--- config.mk ---
export PLATFORM = sky130hd
export DESIGN_NAME = c2sa_sqrt
export DESIGN_NICKNAME = d
export VERILOG_FILES = /design/src/rtl/c2sa_pkg.sv /design/src/rtl/c2sa_sqrt.sv
export SDC_FILE = /design/constraint.sdc
export NUM_CORES = 2
export LEC_CHECK = 0
export BUFFER_PORTS_ARGS = -buffer_cell sky130_fd_sc_hd__buf_2
export CORE_MARGIN = 8
export CORE_UTILIZATION = 58
export DETAILED_ROUTE_END_ITERATION = 10
export PLACE_DENSITY = 0.77
export RECOVER_POWER = 25
export SLEW_MARGIN = 5
export SYNTH_ARGS = -nofsm -noshare
export SYNTH_HDL_FRONTEND = slang
export SYNTH_SLANG_ARGS = --single-unit
--- constraint.sdc ---
create_clock -name clk -period 5.1 [get_ports clk]
set_input_delay 1.02 -clock clk [delete_from_list [all_inputs] [get_ports clk]]
set_output_delay 1.02 -clock clk [all_outputs]
set_load 0.1 [all_outputs]
--- src/rtl/c2sa_pkg.sv ---
// ----------------------------------------------------------------------------
// c2sa_pkg
// Shared widths, selector codes, angle table and helpers for the
// Cartesian to spherical angle converter.
// ----------------------------------------------------------------------------
package c2sa_pkg;

  // Field widths
  localparam int COORD_W = 24;
  localparam int ANGLE_W = 16;
  localparam int SEL_W   = 3;
  localparam int TURN_W  = 32;

  // Square root unit: one result bit per stage
  localparam int SQ_IN_W   = 64;
  localparam int SQ_STEPS  = SQ_IN_W / 2;
  localparam int SQ_ROOT_W = 32;
  localparam int SQ_REM_W  = 34;
  localparam int SQ_LAT    = SQ_STEPS;

  // CORDIC vectoring unit
  localparam int CD_IN_W   = 33;
  localparam int CD_STEPS  = 32;
  localparam int CD_XY_W   = 45;
  localparam int CD_ACC_W  = 34;
  localparam int CD_SH_W   = 6;
  localparam int CD_NORM   = 40;
  localparam int CD_LAT    = CD_STEPS + 4;

  // Normalization target for the distance-based angles
  localparam int NORM_MSB  = 29;
  localparam int SCALED_W  = 30;

  localparam logic [TURN_W-1:0] TURN_HALF    = 32'h8000_0000;
  localparam logic [TURN_W-1:0] TURN_QUARTER = 32'h4000_0000;
  localparam logic [TURN_W-1:0] ROUND_HALF   = 32'd1 << (TURN_W - 1 - ANGLE_W);

  // Axis selector codes
  localparam logic [SEL_W-1:0] AXIS_X  = 3'd0;
  localparam logic [SEL_W-1:0] AXIS_Y  = 3'd1;
  localparam logic [SEL_W-1:0] AXIS_Z  = 3'd2;
  localparam logic [SEL_W-1:0] AXIS_NX = 3'd3;
  localparam logic [SEL_W-1:0] AXIS_NY = 3'd4;
  localparam logic [SEL_W-1:0] AXIS_NZ = 3'd5;

  // Register indexes
  localparam logic [1:0] REG_UP    = 2'd0;
  localparam logic [1:0] REG_RIGHT = 2'd1;
  localparam logic [1:0] REG_FWD   = 2'd2;

  // Front-end data carried alongside the square root units
  typedef struct packed {
    logic                     v;
    logic                     zd;
    logic                     zh;
    logic signed [COORD_W:0]  f;
    logic signed [COORD_W:0]  r;
    logic signed [COORD_W:0]  u;
    logic signed [SCALED_W:0] sf;
    logic signed [SCALED_W:0] su;
  } side_t;

  // Data carried alongside the CORDIC units
  typedef struct packed {
    logic               v;
    logic               zd;
    logic               zh;
    logic               rpos;
    logic               fneg;
    logic [COORD_W-1:0] radial;
  } post_t;

  // atan(2^-i) in 2^-32 turns
  function automatic logic [TURN_W-1:0] turn_atan(input int i);
    logic [TURN_W-1:0] a;
    case (i)
      0:  a = 32'd536870912;
      1:  a = 32'd316933406;
      2:  a = 32'd167458907;
      3:  a = 32'd85004756;
      4:  a = 32'd42667331;
      5:  a = 32'd21354465;
      6:  a = 32'd10679838;
      7:  a = 32'd5340245;
      8:  a = 32'd2670163;
      9:  a = 32'd1335087;
      10: a = 32'd667544;
      11: a = 32'd333772;
      12: a = 32'd166886;
      13: a = 32'd83443;
      14: a = 32'd41722;
      15: a = 32'd20861;
      16: a = 32'd10430;
      17: a = 32'd5215;
      18: a = 32'd2608;
      19: a = 32'd1304;
      20: a = 32'd652;
      21: a = 32'd326;
      22: a = 32'd163;
      23: a = 32'd81;
      24: a = 32'd41;
      25: a = 32'd20;
      26: a = 32'd10;
      27: a = 32'd5;
      28: a = 32'd3;
      29: a = 32'd1;
      30: a = 32'd1;
      default: a = 32'd0;
    endcase
    return a;
  endfunction

  // Pick a signed component by selector; unused codes give zero
  function automatic logic signed [31:0] choose_axis(input logic [SEL_W-1:0] sel,
                                                     input logic signed [31:0] x,
                                                     input logic signed [31:0] y,
                                                     input logic signed [31:0] z);
    logic signed [31:0] c;
    case (sel)
      AXIS_X:  c = x;
      AXIS_Y:  c = y;
      AXIS_Z:  c = z;
      AXIS_NX: c = -x;
      AXIS_NY: c = -y;
      AXIS_NZ: c = -z;
      default: c = '0;
    endcase
    return c;
  endfunction

  // Pick the square of the selected component
  function automatic logic [2*SCALED_W-1:0] choose_square(input logic [SEL_W-1:0] sel,
                                                          input logic [2*SCALED_W-1:0] a,
                                                          input logic [2*SCALED_W-1:0] b,
                                                          input logic [2*SCALED_W-1:0] c);
    logic [2*SCALED_W-1:0] q;
    case (sel) inside
      AXIS_X, AXIS_NX: q = a;
      AXIS_Y, AXIS_NY: q = b;
      AXIS_Z, AXIS_NZ: q = c;
      default:         q = '0;
    endcase
    return q;
  endfunction

  // Index of the highest set bit
  function automatic logic [5:0] msb_index(input logic [39:0] v);
    logic [5:0] m;
    m = '0;
    for (int i = 0; i < 40; i++) begin
      if (v[i]) m = 6'(i);
    end
    return m;
  endfunction

  // Round a 32-bit turn to the output angle width, wrapping
  function automatic logic [ANGLE_W-1:0] to_angle(input logic [TURN_W-1:0] a);
    logic [TURN_W-1:0] s;
    s = a + ROUND_HALF;
    return s[TURN_W-1 -: ANGLE_W];
  endfunction

endpackage

--- src/rtl/c2sa_sqrt.sv ---
// ----------------------------------------------------------------------------
// c2sa_sqrt
// Pipelined floor square root, one result bit per stage, with remainder.
// ----------------------------------------------------------------------------
module c2sa_sqrt (
  input  logic                                clk,
  input  logic                                en,
  input  logic [c2sa_pkg::SQ_IN_W-1:0]        radicand,
  output logic [c2sa_pkg::SQ_ROOT_W-1:0]      root,
  output logic [c2sa_pkg::SQ_REM_W-1:0]       rem
);

  logic [c2sa_pkg::SQ_IN_W-1:0] num [c2sa_pkg::SQ_STEPS];
  logic [c2sa_pkg::SQ_IN_W-1:0] res [c2sa_pkg::SQ_STEPS];

  for (genvar k = 0; k < c2sa_pkg::SQ_STEPS; k++) begin : g_step
    localparam logic [c2sa_pkg::SQ_IN_W-1:0] BIT =
      c2sa_pkg::SQ_IN_W'(1) << (c2sa_pkg::SQ_IN_W - 2 - 2 * k);
    logic [c2sa_pkg::SQ_IN_W-1:0] n_in;
    logic [c2sa_pkg::SQ_IN_W-1:0] r_in;
    logic [c2sa_pkg::SQ_IN_W-1:0] trial;

    if (k == 0) begin : g_first
      assign n_in = radicand;
      assign r_in = '0;
    end else begin : g_next
      assign n_in = num[k-1];
      assign r_in = res[k-1];
    end

    assign trial = r_in + BIT;

    // Try one root bit; subtract when it fits
    always_ff @(posedge clk) begin
      if (en) begin
        if (n_in >= trial) begin
          num[k] <= n_in - trial;
          res[k] <= (r_in >> 1) + BIT;
        end else begin
          num[k] <= n_in;
          res[k] <= r_in >> 1;
        end
      end
    end
  end

  assign root = res[c2sa_pkg::SQ_STEPS-1][c2sa_pkg::SQ_ROOT_W-1:0];
  assign rem  = num[c2sa_pkg::SQ_STEPS-1][c2sa_pkg::SQ_REM_W-1:0];

endmodule

# --- Word level (Yosys, flattened, before mapping) ---
# Memory sizes are Yosys's and may differ from the RTL's.
# Cells that the tools add are included.
op_classes:
  bitwise_logic: 64
  n_mux: 256
  order_cmp: 32
  add_sub_neg: 94
ops:
  columns: ["operator", "count"]
  rows:
  - ["two-way mux 64 bit", 64]
  - ["greater-or-equal comparator 64 bit", 31]
  - ["subtractor 64 bit", 31]
  - ["two-way mux 1 bit", 192]
  - ["adder 63 x 1 -> 64 bit (second input constant)", 1]
  - ["adder 63 x 11 -> 64 bit (second input constant)", 1]
  - ["adder 63 x 13 -> 64 bit (second input constant)", 1]
  - ["adder 63 x 15 -> 64 bit (second input constant)", 1]
  - ["adder 63 x 17 -> 64 bit (second input constant)", 1]
  - ["adder 63 x 19 -> 64 bit (second input constant)", 1]
  - ["adder 63 x 21 -> 64 bit (second input constant)", 1]
  - ["adder 63 x 23 -> 64 bit (second input constant)", 1]
  - ["adder 63 x 25 -> 64 bit (second input constant)", 1]
  - ["adder 63 x 27 -> 64 bit (second input constant)", 1]
  - ["adder 63 x 29 -> 64 bit (second input constant)", 1]
  - ["adder 63 x 3 -> 64 bit (second input constant)", 1]
  - ["adder 63 x 31 -> 64 bit (second input constant)", 1]
  - ["adder 63 x 33 -> 64 bit (second input constant)", 1]
  - ["adder 63 x 35 -> 64 bit (second input constant)", 1]
  - ["adder 63 x 37 -> 64 bit (second input constant)", 1]
  - ["adder 63 x 39 -> 64 bit (second input constant)", 1]
  - ["adder 63 x 41 -> 64 bit (second input constant)", 1]
  - ["adder 63 x 43 -> 64 bit (second input constant)", 1]
  - ["adder 63 x 45 -> 64 bit (second input constant)", 1]
  - ["45 further kinds", 108]
word_totals:
  in_bits: 66
  memories: 2
  regBits: 0
  ram_bits: 4096
  out_inout_bits: 66
memory_table:
  columns: ["memory", "words", "width", "rd", "rd_ports_with_merged_regs", "write_ports", "line", "rtl"]
  rows:
  - ["num", 32, 64, 32, 0, 32, "c2sa_sqrt.sv:13", "logic [c2sa_pkg::SQ_IN_W-1:0] num [c2sa_pkg::SQ_STEPS];"]
  - ["res", 32, 64, 32, 0, 32, "c2sa_sqrt.sv:14", "logic [c2sa_pkg::SQ_IN_W-1:0] res [c2sa_pkg::SQ_STEPS];"]

# --- Depth between registers and ports, before layout ---
# An unclocked memory read counts as a cell.
depth:
  ltp_word: 7
  mapped_depth: 16

# --- Worst setup path after synthesis ---
# No wires, ideal clock.
synth_timing:
  kind: "input to register"
  startpoint: "input port en"
  endpoint: "memory num[1][896] in the netlist's numbering, enable pin"
  slack_ns: 0.241
  required_ns: 4.613
  arrival_ns: 4.371
  setup_ns: 0.487
  path_buffers: 4
  cell_stages: 4
  cell_sequence: "clkbuf_1 -> clkbuf_1 -> clkbuf_1 -> clkbuf_1"
synth_lines:
  columns: ["item", "line", "rtl"]
  rows:
  - ["from (decl)", "c2sa_sqrt.sv:7", "input logic en,"]
  - ["to (decl)", "c2sa_sqrt.sv:13", null]

==> results.md <==
- Starting Density: 0.584
- CTS tree: done
- Worst stage delay on the critical path: 720 ps
- Post-synth ARST share: 0
- Synth Cell Area: 122000 um^2
- Layout Skew: 107 ps
- Post-synth EDFFs: 2546
- Design Area, Final: 135000 um^2
- Via Count: 79.2k
- Final GP Congestion: 1.00
- H-Tree Depth: 5
- CTS root buf: clkbuf_16
- Die footprint: 226000 um^2
- Final count of pins violating max slew: 0
- Initial antenna violation count: 10
- All-layer global routing usage: 0.261
- IR drop worst, VDD: 0.578 mV
- Crit path from: num[1][774]
- Tot Pwr: 62.1 mW
- Largest net degree at the start of global routing: 194
- Die span in y: 475 um
- Ys flop type: edfxtp_1
- Max stage delay cell, worst path: or4_1
- Net Sw Frac: 0.302
- Layout fillers: 15.1k
- Tightest Pin Transition: 1260 ps
- HP Class: in2reg
- Die width: 475 um
- RSZ-0062 raised after global routing: no
- First-pass GRT wire length: 456000 um
- Vias per cell: 6.07
- Hpwl dp: 225000 um
- Area growth, synth to finish: 10.5%
- Combinational power share: 0.224
- Number of port buffers: 131
- Post-CTS Setup Inserts: 0
- Crit path max-delay family: compound AO/OA/AOI/OAI gates
- # hold bufs at CTS: 0
- Hold_ws: 229 ps
- Fraction of layout cells with a size suffix above 1: 0.0732
- Start point of the worst hold path: radicand[51]
- Rel. slew slack: 0.152
- Status: finished, final reports clean
- Max Buffers Root-to-Sink: 4
- Int Pwr: 43.3 mW
- Final Hold Viols: 0
- Pwr dens: 459 nW/um^2
- Syn nets: 10.4k
- Synthesized instance count: 9767
- Core area: 210000 um^2
- LEAKAGE: 50.8 nW
- TritonCTS buffer count: 280
- IO Pins: 132
- Final ANT Viol Nets: 0
- Average size of a mapped cell: 12.5 um^2
- Yosys reg bits: 2546
- Routed length per instance: 23.3 um
- Violation count after the first detailed-route iteration: 7249
- Flop pwr share: 0.465
- Most common cell after layout, fill and taps aside: edfxtp_1
- Arrival @ worst endpoint: 5410 ps
- Buf+Inv Stages, Crit Path: 0
- Crit. End Element: register
- Final wirelength: 304000 um
- Clock Sinks: 2546
- Row cnt: 168
- Post-CTS resize count: 0
- Worst skew pair latency: 980 ps
- Vias in the first global route: 78.6k
- Overflow after GRT: 0
- R2R setup slack: 340 ps
- Register area share after synthesis: 0.624
- Critical Path Fanout Max: 11
- FF-to-FF Start: num[1][774]
- Residual DRC count: 0
- CP Launch Type: register
- Fin crit share: 0.933
- Clock share of power: 0.311
- Highest-count cells in the layout ignoring fill and taps: edfxtp_1, nand2_1, inv_1
- Unique cell type count in the Yosys netlist: 91
- Min cycle time layout: 4760 ps
- Critical path type: reg2reg
- Final-report setup violation count: 0
- Clock-pin slew on the worst setup and hold paths: 60 ps
- Max_cap viols: 0
- Layout Nets: 10.7k
- First-pass detailed-route iteration total: 7
- CP cell instances: ha_1 > nor2b_1 > o21ai_0 > a21boi_0 > o21ai_0 > a21boi_1 > a31oi_1 > o21ai_1 > a31oi_4 > or4_1 > or4_1 > xnor2_1
- CP Data Required Time: 5760 ps
- Placed instance area: 127000 um^2
- Top achievable clock speed: 210 MHz
- Switching pwr: 18.8 mW
- Synth warn: 0
- Setup_tns: 0 ps
[synth_stat cells, types with 37 or more instances]
cell / instances / area [um^2]
o21a_1: 114 / 856
o21bai_1: 46 / 345
clkbuf_1: 218 / 818
xnor2_1: 480 / 4200
a21o_1: 268 / 2010
ha_1: 560 / 7010
nand3_1: 152 / 761
or2_2: 47 / 294
nor2_1: 567 / 2130
nand4b_1: 37 / 324
a31oi_1: 44 / 275
a21oi_1: 554 / 2770
nand2b_1: 112 / 701
nand2_1: 714 / 2680
or3_1: 100 / 626
edfxtp_1: 2546 / 76500
o21ai_0: 508 / 2540
o31ai_1: 50 / 375
nor2b_1: 95 / 594
nor3_1: 254 / 1270
nor4_1: 326 / 2040
nor4b_1: 61 / 534
or4_1: 73 / 548
a211oi_1: 39 / 293
mux2_2: 100 / 1130
inv_1: 683 / 2560
nand4_1: 146 / 913
xor2_1: 433 / 3790
[routing by layer]
metal  vias up  GRT usage  wire, um
met5         -          0         7
met4         2      0.147     19700
met3       819     0.0419     18800
met2      3106      0.473    154000
met1     38300      0.292    110000
li1      37000          -         -
[metrics by stage]
stage                     utilization  cells  worst slack [ps]
after global routing            0.645  13000              11.8
after CTS                       0.645  13000               148
after detailed placement        0.604  12600              54.0
after global placement          0.604  12600              -792
after floorplan                     -   9767               241
final                           0.645  13000               344
[cells by family after synthesis]
logic type / Yosys count / synth area share
mux: 113 / 0.0103
simple gates: 2864 / 0.121
fa+ha+maj: 560 / 0.0572
buf+inv: 921 / 0.0284
flops: 2546 / 0.624
compound gates: 1850 / 0.0937
xor+xnor: 913 / 0.0653
[sequential cells by signal, indices dropped and copies added (netlist names)]
name / cells
res: 528
num: 2018
[final timing paths]
check	cells after the start	end
setup / recovery	12	num[1][895]
hold / removal	1	num[0][51]
setup reg to reg	12	num[1][895]
hold reg to reg	0	res[0][498]
[cell type report]
type / count / area (um^2) / share of cell area
antenna: 10 / 25.0 / 0.000185
tap: 2805 / 3510 / 0.0259
sequential: 2546 / 76500 / 0.565
clock inverter: 129 / 1220 / 0.00904
timing repair buffer: 223 / 1480 / 0.0110
inverter: 684 / 2570 / 0.0190
multi-input combinational: 6300 / 42700 / 0.315
clock buffer: 337 / 7390 / 0.0546
[power groups by stage]
stage / sequential, mW / combinational (mW) / clock [mW]
after floorplan: 28.9 / 9.66 / 0
after global placement: 29.1 / 13.4 / 0
after detailed placement: 29.2 / 13.7 / 0
after CTS: 28.8 / 13.8 / 19.6
after global routing: 29.1 / 15.2 / 20.4
final: 28.9 / 13.9 / 19.3
(Power assumes the default switching activity.)
